`config.mk`:
```
export PLATFORM = sky130hd
export DESIGN_NAME = calendar_date_register_top
export DESIGN_NICKNAME = d
export VERILOG_FILES = /design/src/cdr_pkg.sv /design/src/cdr_step.sv /design/src/calendar_date_register_top.sv
export SDC_FILE = /design/constraint.sdc
export NUM_CORES = 1
export LEC_CHECK = 0
export ABC_AREA = 1
export ABC_CLOCK_PERIOD_IN_PS = 15500
export BUFFER_PORTS_ARGS = -buffer_cell sky130_fd_sc_hd__buf_4
export CAP_MARGIN = 40
export CORE_UTILIZATION = 30
export DETAILED_ROUTE_END_ITERATION = 7
export PLACE_DENSITY = 0.52
export RECOVER_POWER = 50
export SLEW_MARGIN = 0
export SYNTH_ARGS = -nofsm -noshare
export SYNTH_HDL_FRONTEND = slang
export SYNTH_SLANG_ARGS = --single-unit
export TNS_END_PERCENT = 100
```
`constraint.sdc`:
```
create_clock -name clk -period 15.5 [get_ports clk]
set_input_delay 3.1 -clock clk [delete_from_list [all_inputs] [get_ports clk]]
set_output_delay 3.1 -clock clk [all_outputs]
set_load 0.05 [all_outputs]
```
`src/cdr_pkg.sv`:
```
`timescale 1ns / 1ps
`default_nettype none

package cdr_pkg;

    localparam int unsigned YearW  = 12;
    localparam int unsigned MonthW = 4;
    localparam int unsigned DayW   = 5;
    localparam int unsigned DoyW   = 9;

    typedef struct packed {
        logic [YearW-1:0]  year;
        logic [MonthW-1:0] month;
        logic [DayW-1:0]   day;
    } date_t;

    typedef logic [2:0] op_t;
    typedef logic [1:0] order_t;

    localparam op_t OP_SET        = 3'd0;
    localparam op_t OP_NEXT_DAY   = 3'd1;
    localparam op_t OP_NEXT_MONTH = 3'd2;
    localparam op_t OP_NEXT_YEAR  = 3'd3;
    localparam op_t OP_PREV_YEAR  = 3'd4;
    localparam op_t OP_COMPARE    = 3'd5;

    localparam order_t ORD_EQUAL   = 2'd0;
    localparam order_t ORD_EARLIER = 2'd1;
    localparam order_t ORD_LATER   = 2'd2;

    localparam logic [MonthW-1:0] JANUARY  = 4'd1;
    localparam logic [MonthW-1:0] FEBRUARY = 4'd2;
    localparam logic [MonthW-1:0] DECEMBER = 4'd12;

    // inverse of 25 modulo 2**12: y is a multiple of 25 iff y*inv mod 4096 <= 4095/25
    localparam logic [YearW-1:0] Inv25    = 12'd3113;
    localparam logic [YearW-1:0] Div25Max = 12'd163;

    function automatic logic is_leap(input logic [YearW-1:0] y);
        logic [2*YearW-1:0] prod;
        logic               div25;
        prod  = y * Inv25;
        div25 = (prod[YearW-1:0] <= Div25Max);
        // by 400 means by 16 and 25; by 100 means by 4 and 25
        return (div25 && (y[3:0] == 4'd0)) || (!div25 && (y[1:0] == 2'd0));
    endfunction

    function automatic logic [DayW-1:0] month_len(input logic [MonthW-1:0] m,
                                                  input logic leap);
        logic [DayW-1:0] len;
        unique case (m)
            4'd2:                   len = leap ? 5'd29 : 5'd28;
            4'd4, 4'd6, 4'd9, 4'd11: len = 5'd30;
            default:                len = 5'd31;
        endcase
        return len;
    endfunction

    function automatic logic [DoyW-1:0] days_before(input logic [MonthW-1:0] m);
        logic [DoyW-1:0] d;
        unique case (m)
            4'd0, 4'd1: d = 9'd0;
            4'd2:       d = 9'd31;
            4'd3:       d = 9'd59;
            4'd4:       d = 9'd90;
            4'd5:       d = 9'd120;
            4'd6:       d = 9'd151;
            4'd7:       d = 9'd181;
            4'd8:       d = 9'd212;
            4'd9:       d = 9'd243;
            4'd10:      d = 9'd273;
            4'd11:      d = 9'd304;
            default:    d = 9'd334;
        endcase
        return d;
    endfunction

endpackage

`default_nettype wire

```
`src/cdr_step.sv`:
```
`timescale 1ns / 1ps
`default_nettype none

module cdr_step #(
    parameter int unsigned MIN_VALID_YEAR = 1970,
    parameter int unsigned MAX_VALID_YEAR = 2035
) (
    input  cdr_pkg::date_t              cur,
    input  cdr_pkg::op_t                op,
    input  cdr_pkg::date_t              in_date,
    output cdr_pkg::date_t              nxt,
    output logic [cdr_pkg::DoyW-1:0]    doy,
    output logic                        acc,
    output cdr_pkg::order_t             ord
);
    import cdr_pkg::*;

    localparam logic [YearW-1:0] MinYear = YearW'(MIN_VALID_YEAR);
    localparam logic [YearW-1:0] MaxYear = YearW'(MAX_VALID_YEAR);

    logic [YearW-1:0] year_inc;
    logic [YearW-1:0] year_dec;
    logic             leap_cur;
    logic             leap_inc;
    logic             leap_dec;
    logic             leap_in;
    logic             leap_new;
    logic             set_ok;
    logic [DayW-1:0]  cur_len;
    logic [DayW-1:0]  new_len;
    logic [MonthW-1:0] month_inc;
    logic             feb29;

    assign year_inc  = cur.year + 1'b1;
    assign year_dec  = cur.year - 1'b1;
    assign leap_cur  = is_leap(cur.year);
    assign leap_inc  = is_leap(year_inc);
    assign leap_dec  = is_leap(year_dec);
    assign leap_in   = is_leap(in_date.year);
    assign cur_len   = month_len(cur.month, leap_cur);
    assign month_inc = (cur.month >= DECEMBER) ? JANUARY : cur.month + 1'b1;
    // month only becomes february within the same year, so the current leap flag serves
    assign new_len   = month_len(month_inc, leap_cur);
    assign feb29     = (cur.month == FEBRUARY) && (cur.day == 5'd29);

    assign set_ok = (in_date.year >= MinYear) && (in_date.year <= MaxYear)
                 && (in_date.month >= JANUARY) && (in_date.month <= DECEMBER)
                 && (in_date.day != '0)
                 && (in_date.day <= month_len(in_date.month, leap_in));

    always_comb
    begin
        nxt      = cur;
        acc      = 1'b1;
        ord      = ORD_EQUAL;
        leap_new = leap_cur;
        unique case (op)
            OP_SET:
            begin
                if (set_ok)
                begin
                    nxt      = in_date;
                    leap_new = leap_in;
                end
                else
                begin
                    acc = 1'b0;
                end
            end
            OP_NEXT_DAY:
            begin
                if (cur.day >= cur_len)
                begin
                    nxt.day   = 5'd1;
                    nxt.month = month_inc;
                    if (cur.month >= DECEMBER)
                    begin
                        nxt.year = year_inc;
                    end
                end
                else
                begin
                    nxt.day = cur.day + 1'b1;
                end
            end
            OP_NEXT_MONTH:
            begin
                nxt.month = month_inc;
                if (cur.month >= DECEMBER)
                begin
                    nxt.year = year_inc;
                end
                if (cur.day > new_len)
                begin
                    nxt.day = new_len;
                end
            end
            OP_NEXT_YEAR:
            begin
                nxt.year = year_inc;
                leap_new = leap_inc;
                if (feb29)
                begin
                    nxt.day = 5'd28;
                end
            end
            OP_PREV_YEAR:
            begin
                nxt.year = year_dec;
                leap_new = leap_dec;
                if (feb29)
                begin
                    nxt.day = 5'd28;
                end
            end
            OP_COMPARE:
            begin
                priority if (cur.year != in_date.year)
                begin
                    ord = (cur.year < in_date.year) ? ORD_EARLIER : ORD_LATER;
                end
                else if (cur.month != in_date.month)
                begin
                    ord = (cur.month < in_date.month) ? ORD_EARLIER : ORD_LATER;
                end
                else if (cur.day != in_date.day)
                begin
                    ord = (cur.day < in_date.day) ? ORD_EARLIER : ORD_LATER;
                end
                else
                begin
                    ord = ORD_EQUAL;
                end
            end
            default:
            begin
                nxt = cur;
            end
        endcase
    end

    // a year change only reaches january in the stepping ops, so leap_new is exact where it matters
    assign doy = days_before(nxt.month) + DoyW'(nxt.day)
               + DoyW'((nxt.month > FEBRUARY) && leap_new);

endmodule

`default_nettype wire

```
`src/calendar_date_register_top.sv`:
```
`timescale 1ns / 1ps
`default_nettype none

// channel | handshake            | payload
// --------+----------------------+-------------------------------------------------
// in      | in_valid / in_ready  | operation, in_year, in_month, in_day
// out     | out_valid / out_ready| out_year, out_month, out_day, day_of_year,
//         |                      | accepted, order
//
// one item per cycle while the output is not stalled; a result passes the input register,
// then the date and result registers
// reset gives 1970-01-01 and empties both stages
// a stalled output holds the result; the input register still takes one more item

module calendar_date_register_top #(
    parameter int unsigned MIN_VALID_YEAR = 1970,
    parameter int unsigned MAX_VALID_YEAR = 2035
) (
    input  logic                          clk,
    input  logic                          rst_n,
    input  logic                          in_valid,
    output logic                          in_ready,
    input  logic [2:0]                    operation,
    input  logic [cdr_pkg::YearW-1:0]     in_year,
    input  logic [cdr_pkg::MonthW-1:0]    in_month,
    input  logic [cdr_pkg::DayW-1:0]      in_day,
    output logic                          out_valid,
    input  logic                          out_ready,
    output logic [cdr_pkg::YearW-1:0]     out_year,
    output logic [cdr_pkg::MonthW-1:0]    out_month,
    output logic [cdr_pkg::DayW-1:0]      out_day,
    output logic [cdr_pkg::DoyW-1:0]      day_of_year,
    output logic                          accepted,
    output logic [1:0]                    order
);
    import cdr_pkg::*;

    logic            stage_valid_reg;
    op_t             op_reg;
    date_t           in_date_reg;
    date_t           cur_reg;
    logic            out_valid_reg;
    logic [DoyW-1:0] doy_reg;
    logic            acc_reg;
    order_t          ord_reg;

    date_t           cur_next;
    logic [DoyW-1:0] doy_next;
    logic            acc_next;
    order_t          ord_next;
    logic            advance;

    assign advance  = stage_valid_reg && (!out_valid_reg || out_ready);
    assign in_ready = !stage_valid_reg || advance;

    cdr_step #(
        .MIN_VALID_YEAR (MIN_VALID_YEAR),
        .MAX_VALID_YEAR (MAX_VALID_YEAR)
    ) u_step (
        .cur     (cur_reg),
        .op      (op_reg),
        .in_date (in_date_reg),
        .nxt     (cur_next),
        .doy     (doy_next),
        .acc     (acc_next),
        .ord     (ord_next)
    );

    always_ff @(posedge clk or negedge rst_n)
    begin
        if (!rst_n)
        begin
            stage_valid_reg <= 1'b0;
            out_valid_reg   <= 1'b0;
            cur_reg.year    <= 12'd1970;
            cur_reg.month   <= JANUARY;
            cur_reg.day     <= 5'd1;
        end
        else
        begin
            if (in_ready)
            begin
                stage_valid_reg <= in_valid;
            end
            if (advance)
            begin
                out_valid_reg <= 1'b1;
                cur_reg       <= cur_next;
            end
            else if (out_ready)
            begin
                out_valid_reg <= 1'b0;
            end
        end
    end

    always_ff @(posedge clk)
    begin
        if (in_ready && in_valid)
        begin
            op_reg            <= operation;
            in_date_reg.year  <= in_year;
            in_date_reg.month <= in_month;
            in_date_reg.day   <= in_day;
        end
        if (advance)
        begin
            doy_reg <= doy_next;
            acc_reg <= acc_next;
            ord_reg <= ord_next;
        end
    end

    // the stored date only moves when the output is free, so it is the shown result
    assign out_valid   = out_valid_reg;
    assign out_year    = cur_reg.year;
    assign out_month   = cur_reg.month;
    assign out_day     = cur_reg.day;
    assign day_of_year = doy_reg;
    assign accepted    = acc_reg;
    assign order       = ord_reg;

endmodule

`default_nettype wire
```
==> results_dict.tcl <==
set metrics [dict create \
    n_antenna_cell 0 \
    cts_tree "done" \
    layout_common_cells "nand2_1 (205), inv_1 (169), ha_1 (144)" \
    crit_slowest_cell "dfrtp_1" \
    chipWidth_um 163.2 \
    track_usage 0.1606 \
    synth_edf_count 36 \
    gp_congestion 0.8752 \
    grt_pass1_vias 6511 \
    coreArea_mm2 0.02533 \
    drt_wl_total_um 20250 \
    synth.top_cell.area_share 0.2311 \
    vias_per_cell 4.758 \
    cts_sinks 59 \
    path_clk_slew_ps 60 \
    postSynthAreaPerCell_um2 7.805 \
    vias 6656 \
    grt_max_degree 24 \
    yosysWarnings 0 \
    grt_pass1_wl_um 33320 \
    slowest_delay_ps 560 \
    setup_ws_ps 8297 \
    io_pins 63 \
    cts_max_path_buffers 2 \
    antenna_found_initial 0 \
    synthArstFlopShare 0.3898 \
    rsz0062_at_grt "false" \
    r2r_slack_ps 8300 \
    rows 58 \
    min_path_cells 2 \
    synth-main-ff-cell "edfxtp_1" \
    first_pass_iters 5 \
    wl_per_cell_um 14.48 \
    io_buffers 62 \
    cp.required_ps 15600 \
    endpoint_kind "register" \
    yosysSeqAreaShare 0.2139 \
    ant_nets 0 \
    hp-class "reg -> reg" \
    drv_cap 0 \
    drt_iter0_markers 262 \
    setup_viol 0 \
    pre_cts_ws_ps 8332 \
    crit_type "reg -> reg" \
    syn_nets 1197 \
    r2r_end "day_of_year[8]$_DFFE_PP_" \
    ys_ff_latch 59 \
    yosys.area.top_type "ha_1" \
    grt-ovfl-total 0 \
    maxSlewViolCount 0 \
    final_common_cell "nand2_1" \
    finalHoldViolCount 0 \
    htreeDepth 3 \
    hp-start "out_valid$_DFFE_PN0P_" \
    fin_worst_skew_ps 12.22 \
    finalCritPeriodShare 0.4647 \
    cts_buffers 9 \
    status "completed" \
    fmax_ghz 0.1388 \
    worstMarginPinSlew_ps 1484 \
    largest_register_ffs 21 \
    dieArea_mm2 0.02664 \
    clock_latency_ps 340 \
    synthTopCellsByArea "ha_1 (23%), edfxtp_1 (14%), nand2_1 (9.9%), inv_1 (8.1%), fa_1 (6.7%)" \
    path_max_fanout 13 \
    start_util 0.3079 \
    areaGrowthSynthToFinish_pct 14.99 \
    fin_nets 1262 \
    timing.critical_path.mode_cell "nand2_1" \
    ctsHoldBuffers 0 \
    syn_inst 999 \
    fill_cells 2630 \
    post_cts_buffers 0 \
    cp.arrival_ps 7300 \
    hpwl_um 16800 \
    drive_gt1_frac 0.1254 \
    die-height_um 163.2 \
    relSlewSlack 0.01084 \
    syn-cell-area_mm2 0.007797 \
    post_cts_resized 0 \
    reg2reg_depth 36 \
    drc 0 \
    holdPathEnd "out_valid$_DFFE_PN0P_" \
    r2r_start "out_year[3]$_DFFE_PN0P_" \
    worst_setup_path_start_kind "register" \
    tns_ps 0 \
    clk_root_buffer_cell "clkbuf_16" \
    synth.distinct_cells 52 \
    min_period_ps 7203 \
]
## synth_stat cells, drive strengths merged (3+ instances only)
cell type,n
a21oi,55
a221oi,5
a22oi,3
a31oi,4
buf,5
clkbuf,5
clkinv,3
dfrtp,14
dfstp,9
edfxtp,36
fa,26
ha,144
inv,178
nand2,215
nand3,60
nand3b,7
nand4,15
nor2,68
nor3,16
o211ai,5
o21a,3
o21ai,38
o221ai,6
o22ai,5
o31ai,3
or2,7
xnor2,19
xor2,29
## cell type report
| cell class | instances | area (um^2) | share of cell area |
|---|---|---|---|
| Clock buffer | 9 | 225.2 | 0.02512 |
| Timing Repair Buffer | 64 | 476.7 | 0.05317 |
| Sequential cell | 59 | 1668 | 0.1860 |
| Tap cell | 330 | 412.9 | 0.04605 |
| Multi-Input combinational cell | 749 | 5404 | 0.6027 |
| Clock inverter | 7 | 100.1 | 0.01116 |
| Inverter | 181 | 679.4 | 0.07577 |
## through the flow
step	util	hold WS, ps	cells	area [um^2]
3_3_place_gp	0.3407	514.1	1381	8630
5_1_grt	0.3540	576.5	1399	8966
3_5_place_dp	0.3424	515.8	1383	8672
2_1_floorplan	-	615.3	999	7797
6_report	0.3540	524.5	1399	8966
4_1_cts	0.3553	530.6	1399	8997
## metal layers
metal	wire length, um	track usage	share of wire	vias up
met3	726	0.02539	0.036	25
met4	371	0.05820	0.018	0
li1	-	-	-	3456
met2	9664	0.2689	0.48	124
met1	9488	0.2072	0.47	3051
met5	0	0	0	-
## kinds of logic (layout without fill, tap and decap cells)
| kind of cell | count (synthesis) | in the layout | synth area share |
|---|---|---|---|
| AND/OR/NAND/NOR | 391 | 391 | 0.2311 |
| adder cells (fa/ha/maj) | 170 | 170 | 0.2978 |
| flip-flops | 59 | 59 | 0.2139 |
| AO/OA/AOI/OAI | 140 | 140 | 0.1102 |
| XOR/XNOR | 48 | 48 | 0.05391 |
| buffers and inverters | 191 | 261 | 0.09307 |
## critical path, delay by kind of cell, from the launching register on
kind,cells,cell delay (ps)
buffers and inverters,5,430
and+or+nand+nor,14,1470
adders and majority gates,8,3050
DFF,1,560
AOI/OAI and AO/OA,9,1440
## worst max-delay path by stage
stage	start	endpoint	slack [ps]	cells after the start
after floorplan	out_year[6]$_DFFE_PN0P_	day_of_year[8]$_DFFE_PP_	8810	36
after global placement	out_year[3]$_DFFE_PN0P_	day_of_year[8]$_DFFE_PP_	8430	36
after detailed placement	out_year[3]$_DFFE_PN0P_	day_of_year[8]$_DFFE_PP_	8330	36
after CTS	out_year[3]$_DFFE_PN0P_	day_of_year[8]$_DFFE_PP_	8300	36
after global routing	out_year[6]$_DFFE_PN0P_	day_of_year[6]$_DFFE_PP_	7730	35
final	out_year[3]$_DFFE_PN0P_	day_of_year[8]$_DFFE_PP_	8300	36
Power is not shown: default switching activity piles up to over one toggle a cycle in this logic, so the estimate is an artifact.
